[src/rtl/tksd_pkg.sv]
// tksd_pkg: key codes, byte constants and the key sequence table shared by
// the terminal key sequence decoder and its decode stage
// no dependencies
package tksd_pkg;

  localparam int PENDING_DEPTH_DEF = 8;
  localparam int NUM_SEQS          = 12;
  localparam int SEQ_MAX           = 4;
  localparam int SEQ_LEN_W         = 3;

  localparam logic [3:0] KEY_NONE       = 4'd0;
  localparam logic [3:0] KEY_PRINTABLE  = 4'd1;
  localparam logic [3:0] KEY_ENTER      = 4'd2;
  localparam logic [3:0] KEY_TABLE_BASE = 4'd3;

  localparam logic [7:0] CH_ESC     = 8'h1B;
  localparam logic [7:0] CH_LBRACK  = 8'h5B;
  localparam logic [7:0] CH_CR      = 8'h0D;
  localparam logic [7:0] PRINT_LO   = 8'h20;
  localparam logic [7:0] PRINT_HI   = 8'h7E;
  localparam logic [7:0] CH_DEL     = 8'h7F;
  localparam logic [7:0] CH_TAB     = 8'h09;
  localparam logic [7:0] CH_BS      = 8'h08;
  localparam logic [7:0] CH_UPPER_K = 8'h4B;
  localparam logic [7:0] CH_TWO     = 8'h32;
  localparam logic [7:0] CH_UPPER_J = 8'h4A;
  localparam logic [7:0] CH_UPPER_H = 8'h48;
  localparam logic [7:0] CH_UPPER_A = 8'h41;
  localparam logic [7:0] CH_UPPER_B = 8'h42;
  localparam logic [7:0] CH_UPPER_C = 8'h43;
  localparam logic [7:0] CH_UPPER_D = 8'h44;
  localparam logic [7:0] CH_SOH     = 8'h01;
  localparam logic [7:0] CH_NUL     = 8'h00;

  typedef struct packed {
    logic [3:0] key;
    logic       update;
    logic       clear;
  } tksd_dec_t;

  // sequence bytes, first byte in the top bits
  function automatic logic [8*SEQ_MAX-1:0] seq_word(input logic [3:0] k);
    logic [8*SEQ_MAX-1:0] w;
    case (k)
      4'd0:    w = {CH_ESC, CH_LBRACK, CH_UPPER_A, CH_NUL};
      4'd1:    w = {CH_ESC, CH_LBRACK, CH_UPPER_B, CH_NUL};
      4'd2:    w = {CH_ESC, CH_LBRACK, CH_UPPER_D, CH_NUL};
      4'd3:    w = {CH_ESC, CH_LBRACK, CH_UPPER_C, CH_NUL};
      4'd4:    w = {CH_TAB, CH_NUL, CH_NUL, CH_NUL};
      4'd5:    w = {CH_BS, CH_NUL, CH_NUL, CH_NUL};
      4'd6:    w = {CH_DEL, CH_NUL, CH_NUL, CH_NUL};
      4'd7:    w = {CH_ESC, CH_LBRACK, CH_UPPER_K, CH_NUL};
      4'd8:    w = {CH_ESC, CH_LBRACK, CH_TWO, CH_UPPER_K};
      4'd9:    w = {CH_ESC, CH_LBRACK, CH_SOH, CH_UPPER_D};
      4'd10:   w = {CH_ESC, CH_LBRACK, CH_TWO, CH_UPPER_J};
      4'd11:   w = {CH_ESC, CH_LBRACK, CH_UPPER_H, CH_NUL};
      default: w = '0;
    endcase
    return w;
  endfunction

  function automatic logic [SEQ_LEN_W-1:0] seq_len(input logic [3:0] k);
    logic [SEQ_LEN_W-1:0] n;
    case (k)
      4'd4, 4'd5, 4'd6:   n = 3'd1;
      4'd8, 4'd9, 4'd10:  n = 3'd4;
      4'd0, 4'd1, 4'd2, 4'd3, 4'd7, 4'd11: n = 3'd3;
      default:            n = 3'd0;
    endcase
    return n;
  endfunction

endpackage

[src/rtl/tksd_decode.sv]
// tksd_decode: classifies one byte as printable or enter, or appends it to the
// pending sequence and matches that against the key table; depends on tksd_pkg
module tksd_decode #(
  parameter int PENDING_DEPTH = tksd_pkg::PENDING_DEPTH_DEF,
  localparam int CNT_W = $clog2(PENDING_DEPTH + 1)
) (
  input  logic [7:0]                           rx_byte,
  input  logic [tksd_pkg::SEQ_MAX-1:0][7:0]    pend_bytes,
  input  logic [CNT_W-1:0]                     pend_count,
  output logic [tksd_pkg::SEQ_MAX-1:0][7:0]    bytes_next,
  output tksd_pkg::tksd_dec_t                  dec
);

  logic [tksd_pkg::SEQ_MAX-1:0][7:0]     bytes_app;
  logic [CNT_W-1:0]                      count_inc;
  logic [8*tksd_pkg::SEQ_MAX-1:0]        word;
  logic [tksd_pkg::SEQ_LEN_W-1:0]        len;
  logic                                  same;
  logic                                  found;
  logic [3:0]                            key_hit;
  logic                                  printable;

  always_comb begin
    bytes_app = pend_bytes;
    for (int i = 0; i < tksd_pkg::SEQ_MAX; i++) begin
      if (pend_count == CNT_W'(i)) begin
        bytes_app[i] = rx_byte;
      end
    end
    count_inc = pend_count + CNT_W'(1);

    found   = 1'b0;
    key_hit = tksd_pkg::KEY_NONE;
    word    = '0;
    len     = '0;
    same    = 1'b0;
    for (int k = 0; k < tksd_pkg::NUM_SEQS; k++) begin
      word = tksd_pkg::seq_word(4'(k));
      len  = tksd_pkg::seq_len(4'(k));
      same = (count_inc == CNT_W'(len));
      for (int i = 0; i < tksd_pkg::SEQ_MAX; i++) begin
        if ((3'(i) < len) && (bytes_app[i] != word[8*(tksd_pkg::SEQ_MAX-i)-1 -: 8])) begin
          same = 1'b0;
        end
      end
      if (same && !found) begin
        found   = 1'b1;
        key_hit = tksd_pkg::KEY_TABLE_BASE + 4'(k);
      end
    end
  end

  assign printable = rx_byte inside {[tksd_pkg::PRINT_LO:tksd_pkg::PRINT_HI]};

  always_comb begin
    dec.key    = tksd_pkg::KEY_NONE;
    dec.update = 1'b0;
    dec.clear  = 1'b0;
    if (printable && (pend_count == '0)) begin
      dec.key = tksd_pkg::KEY_PRINTABLE;
    end else if (rx_byte == tksd_pkg::CH_CR) begin
      dec.key = tksd_pkg::KEY_ENTER;
    end else begin
      dec.update = 1'b1;
      if (found) begin
        dec.key   = key_hit;
        dec.clear = 1'b1;
      end else if (count_inc == CNT_W'(PENDING_DEPTH)) begin
        dec.clear = 1'b1;
      end
    end
  end

  assign bytes_next = bytes_app;

endmodule

[src/rtl/terminal_key_sequence_decoder.sv]
// terminal_key_sequence_decoder: input word register, pending sequence
// state and key code output register; depends on tksd_pkg, tksd_decode
//
//   channel  handshake             payload
//   input    in_valid / in_stall   rx_byte  [7:0]
//   output   out_valid / out_stall key_code [3:0]
//
// one word per cycle while the output is not stalled; a word is decoded from
// the input register after it is taken, and its key code is registered into
// the output register when the output advances
// the pending count updates at the same edge as the key code, so back to back words see it
// rst clears the pending count and both valid flags
// a stalled output holds the input register, which then stalls the input
module terminal_key_sequence_decoder #(
  parameter int PENDING_DEPTH = tksd_pkg::PENDING_DEPTH_DEF
) (
  input  logic       clk,
  input  logic       rst,
  input  logic       in_valid,
  output logic       in_stall,
  input  logic [7:0] rx_byte,
  output logic       out_valid,
  input  logic       out_stall,
  output logic [3:0] key_code
);

  localparam int CNT_W = $clog2(PENDING_DEPTH + 1);

  logic                                 in_full;
  logic [7:0]                           in_byte;
  logic [tksd_pkg::SEQ_MAX-1:0][7:0]    pend_bytes;
  logic [tksd_pkg::SEQ_MAX-1:0][7:0]    bytes_next;
  logic [CNT_W-1:0]                     pend_count;
  logic [CNT_W-1:0]                     pend_count_next;
  tksd_pkg::tksd_dec_t                  dec;
  logic                                 adv;

  tksd_decode #(
    .PENDING_DEPTH(PENDING_DEPTH)
  ) u_decode (
    .rx_byte    (in_byte),
    .pend_bytes (pend_bytes),
    .pend_count (pend_count),
    .bytes_next (bytes_next),
    .dec        (dec)
  );

  assign adv      = in_full && (!out_valid || !out_stall);
  assign in_stall = in_full && !adv;

  always_comb begin
    pend_count_next = pend_count;
    if (dec.clear) begin
      pend_count_next = '0;
    end else if (dec.update) begin
      pend_count_next = pend_count + CNT_W'(1);
    end
  end

  always_ff @(posedge clk) begin
    if (rst) begin
      in_full    <= 1'b0;
      out_valid  <= 1'b0;
      pend_count <= '0;
    end else begin
      if (in_valid && !in_stall) begin
        in_full <= 1'b1;
      end else if (adv) begin
        in_full <= 1'b0;
      end
      if (adv) begin
        out_valid  <= 1'b1;
        pend_count <= pend_count_next;
      end else if (!out_stall) begin
        out_valid <= 1'b0;
      end
    end
  end

  always_ff @(posedge clk) begin
    if (in_valid && !in_stall) begin
      in_byte <= rx_byte;
    end
    if (adv) begin
      key_code <= dec.key;
      if (dec.update) begin
        pend_bytes <= bytes_next;
      end
    end
  end

  // pending count never reaches the depth between words
  assert property (@(posedge clk) disable iff (rst)
    pend_count < CNT_W'(PENDING_DEPTH))
    else $error("pending count at or above depth");

  // input stall only when the output register is full and held
  assert property (@(posedge clk) disable iff (rst)
    in_stall |-> (in_full && out_valid && out_stall))
    else $error("input stalled without output back pressure");

  // a table key empties the pending sequence
  assert property (@(posedge clk) disable iff (rst)
    (adv && (dec.key >= tksd_pkg::KEY_TABLE_BASE)) |=> (pend_count == '0))
    else $error("pending sequence kept after key match");

  // printable and enter leave the pending sequence alone
  assert property (@(posedge clk) disable iff (rst)
    (adv && ((dec.key == tksd_pkg::KEY_PRINTABLE) || (dec.key == tksd_pkg::KEY_ENTER)))
      |=> (pend_count == $past(pend_count)))
    else $error("pending count changed on printable or enter");

endmodule
[config.mk]
export PLATFORM = sky130hd
export DESIGN_NAME = terminal_key_sequence_decoder
export DESIGN_NICKNAME = d
export VERILOG_FILES = /design/src/rtl/tksd_pkg.sv /design/src/rtl/tksd_decode.sv /design/src/rtl/terminal_key_sequence_decoder.sv
export SDC_FILE = /design/constraint.sdc
export NUM_CORES = 1
export LEC_CHECK = 0
export ABC_AREA = 1
export BUFFER_PORTS_ARGS = -buffer_cell sky130_fd_sc_hd__buf_4
export CAP_MARGIN = 20
export CORE_MARGIN = 2
export CORE_UTILIZATION = 54
export CTS_CLUSTER_DIAMETER = 60
export DETAILED_ROUTE_END_ITERATION = 8
export PLACE_DENSITY = 0.75
export SYNTH_ARGS = -nofsm -noshare
export SYNTH_HDL_FRONTEND = slang
export SYNTH_HIERARCHICAL = 1
export SYNTH_SLANG_ARGS = --single-unit
[constraint.sdc]
create_clock -name clk -period 2.96 [get_ports clk]
set_clock_uncertainty 0.2 [all_clocks]
set_input_delay 0.148 -clock clk [delete_from_list [all_inputs] [get_ports clk]]
set_output_delay 0.148 -clock clk [all_outputs]
set_load 0.1 [all_outputs]
==> flow_summary.json <==
{
  "drtAntennaViolNets": 0,
  "die_w_um": 76.5,
  "port_buffers": 17,
  "syn_area_per_cell_um2": 8.73,
  "synth_top_area_share_pct": 46.6,
  "grtUsageMet2_pct": 34.5,
  "critical_path_required_ps": 2960,
  "ys_seq_area_share_pct": 50.8,
  "dieArea_um2": 5850,
  "track_usage_pct": 20.5,
  "min_period_ps": 2790,
  "initial_utilization_pct": 55.9,
  "pwr_density_cell_nw_per_um2": 419,
  "leakagePower_nw": 1.57,
  "fmax_ghz": 0.359,
  "path_clk_slew_ps": 80,
  "reg2regPathDepth": 18,
  "grt_start_max_net_pins": 33,
  "slew_viol_final": 0,
  "synth_warnings": 6,
  "min_period_over_period_pct": 94.2,
  "placed_area_um2": 3060,
  "hold_depth": 2,
  "synth_ff_type": "edfxtp_1",
  "grt_pass1_wl_um": 9530,
  "yosysMostFrequentCell": "nand2_1",
  "overflow": 0,
  "start_kind": "flip-flop",
  "endpoint_kind": "flip-flop",
  "syn-num-nets": 338,
  "worstMarginPinSlew_ps": 390,
  "core_um2": 5070,
  "insertion_delay_ps": 300,
  "synth_edf_count": 44,
  "synthDistinctLibCells": 29,
  "avgRoutedWirePerCell_um": 13.4,
  "hold_class": "flip-flop to flip-flop",
  "cp.arrival_ps": 2790,
  "cts_tree": "done",
  "drc": 0,
  "synth-seq-cells": 50,
  "gp_congestion": 0.900,
  "synth_common_cells": "nand2_1 (73), inv_1 (61), edfxtp_1 (44), nor2_1 (26), nand3_1 (24)",
  "ios": 18,
  "htreeDepth": 2,
  "reg2reg_slack_ps": 170,
  "status": "finished, final reports clean",
  "cts_sinks": 50,
  "root_buffer": "clkbuf_8",
  "area_growth_pct": 24.8,
  "cts-buffers-inserted": 5,
  "relSlewSlack_pct": 73.9,
  "antenna_found_initial": 0,
  "grt.met3_usage_pct": 3.67,
  "yosys-top-cells-area": "edfxtp_1 (47%), nand2_1 (9.7%), inv_1 (8.1%)",
  "grt_pass1_vias": 2089,
  "place_ws_ps": -18.8,
  "antennaDiodeCount": 0,
  "finalSetupViolations": 0,
  "grt_busiest_layer": "met2",
  "hold_viol_final": 0,
  "seqCellArea_um2": 1450,
  "vdd.ir_drop.worst_mv": 0.307,
  "worst_slack_ps": 172,
  "drive_above_1_share_pct": 30.8,
  "synthCells": 325,
  "multi_input_area_um2": 1250,
  "maxCapViolations": 0,
  "fillers": 383,
  "yosysTopAreaCell": "edfxtp_1",
  "nNetsFinal": 389,
  "drtIter0Drc": 190,
  "rows": 26,
  "drt-pass1-iter-count": 4,
  "syn-cell-area_um2": 2840,
  "routed_wl_um": 6010,
  "ys_async_sr_fraction_pct": 0,
  "worstPathMaxFanout": 6,
  "via_count": 2275,
  "viasPerCell": 5.09,
  "cts_buffer_depth": 2,
  "gr-usage-met1_pct": 27.1,
  "die_y_um": 76.5,
  "critical_path_class": "flip-flop to flip-flop",
  "fin_area_um2": 3540,
  "dp_hpwl_um": 4040
}
## cells in the final DEF (no fill, tap or decap), types with 4 or more instances in the layout
cell	instances
nand2_1	69
inv_1	60
edfxtp_1	44
buf_4	30
nor2_1	20
nand2_2	17
nand3_1	16
nand4_1	12
o21ai_2	12
dlygate4sd3_1	11
nor2_4	10
nand3_2	8
o21ai_1	8
nor2_2	6
nor3_1	6
clkbuf_8	5
o21ai_0	4
a21oi_1	4
inv_2	4
## final timing paths
| path | start | to |
|---|---|---|
| worst max-delay path | pend_count[3] | pend_count[2] |
| worst min-delay path | pend_count[3] | pend_count[3] |
| worst max register to register | pend_count[3] | pend_count[2] |
| worst min register to register | pend_count[3] | pend_count[3] |
## area by class of cell
class | count | share of cell area (%)
Sequential cell | 50 | 41.1
Multi-Input combinational cell | 208 | 35.3
Timing Repair Buffer | 47 | 11.9
Inverter | 64 | 6.78
Tap cell | 70 | 2.47
Clock buffer | 5 | 1.94
Clock inverter | 3 | 0.459
## through the flow
| stage | cells | setup TNS [ps] | total power [mW] | util [%] | hold WS (ps) |
|---|---|---|---|---|---|
| 2_1_floorplan | 325 | 0 | 1.02 | - | 17.1 |
| 3_3_place_gp | 414 | 0 | 1.07 | 60.4 | 126 |
| 3_5_place_dp | 414 | -18.8 | 1.08 | 60.4 | 127 |
| 4_1_cts | 433 | 0 | 1.47 | 64.3 | 353 |
| 5_1_grt | 447 | -145 | 1.54 | 69.8 | 355 |
| 6_report | 447 | 0 | 1.48 | 69.8 | 352 |
## power by group
group          total (mW)  switching (mW)  internal (mW)
Sequential          0.834          0.0235          0.811
Clock               0.383           0.220          0.163
Combinational       0.265           0.174         0.0910
## per-layer routing
layer  wire [µm]  part of all wire, %
met5           0                    0
met2        2950                   49
met4         108                  1.8
met3         433                  7.2
met1        2510                   42
## flip-flops by register name, summed over array words and instances (netlist names)
register,cells
in_byte,8
pend_count,4
in_full,1
out_valid,1
pend_bytes,32
key_code,4
## cell families after synthesis
logic type	share of synthesized area [%]
AND/OR/NAND/NOR	31.4
flip-flops	50.8
AO/OA/AOI/OAI	7.14
buffers and inverters	10.2
adder cells (fa/ha/maj)	0.441
## critical path, stage by stage (launching register included)
cell	delay, ps
dfxtp_4	370
nor2_4	120
buf_12	140
nand3_4	130
buf_4	180
o21ai_2	140
nand2_2	100
nor3_4	260
nand4_1	210
nand3_2	140
nor2_1	60
nand2_1	90
nor2_2	40
nand3_2	120
nor2_4	50
nor2_4	150
nand3_1	90
nand2_1	60
nor2_1	30
## repair_timing
action,4_1_cts,5_1_grt
gates resized for setup,1,43
pin swaps,0,11
endpoints found under the hold margin,12,0
setup endpoints to repair,3,4
hold buffers,11,0
setup buffers,0,12
gates cloned,0,2
Power figures use the tool's default switching activity.
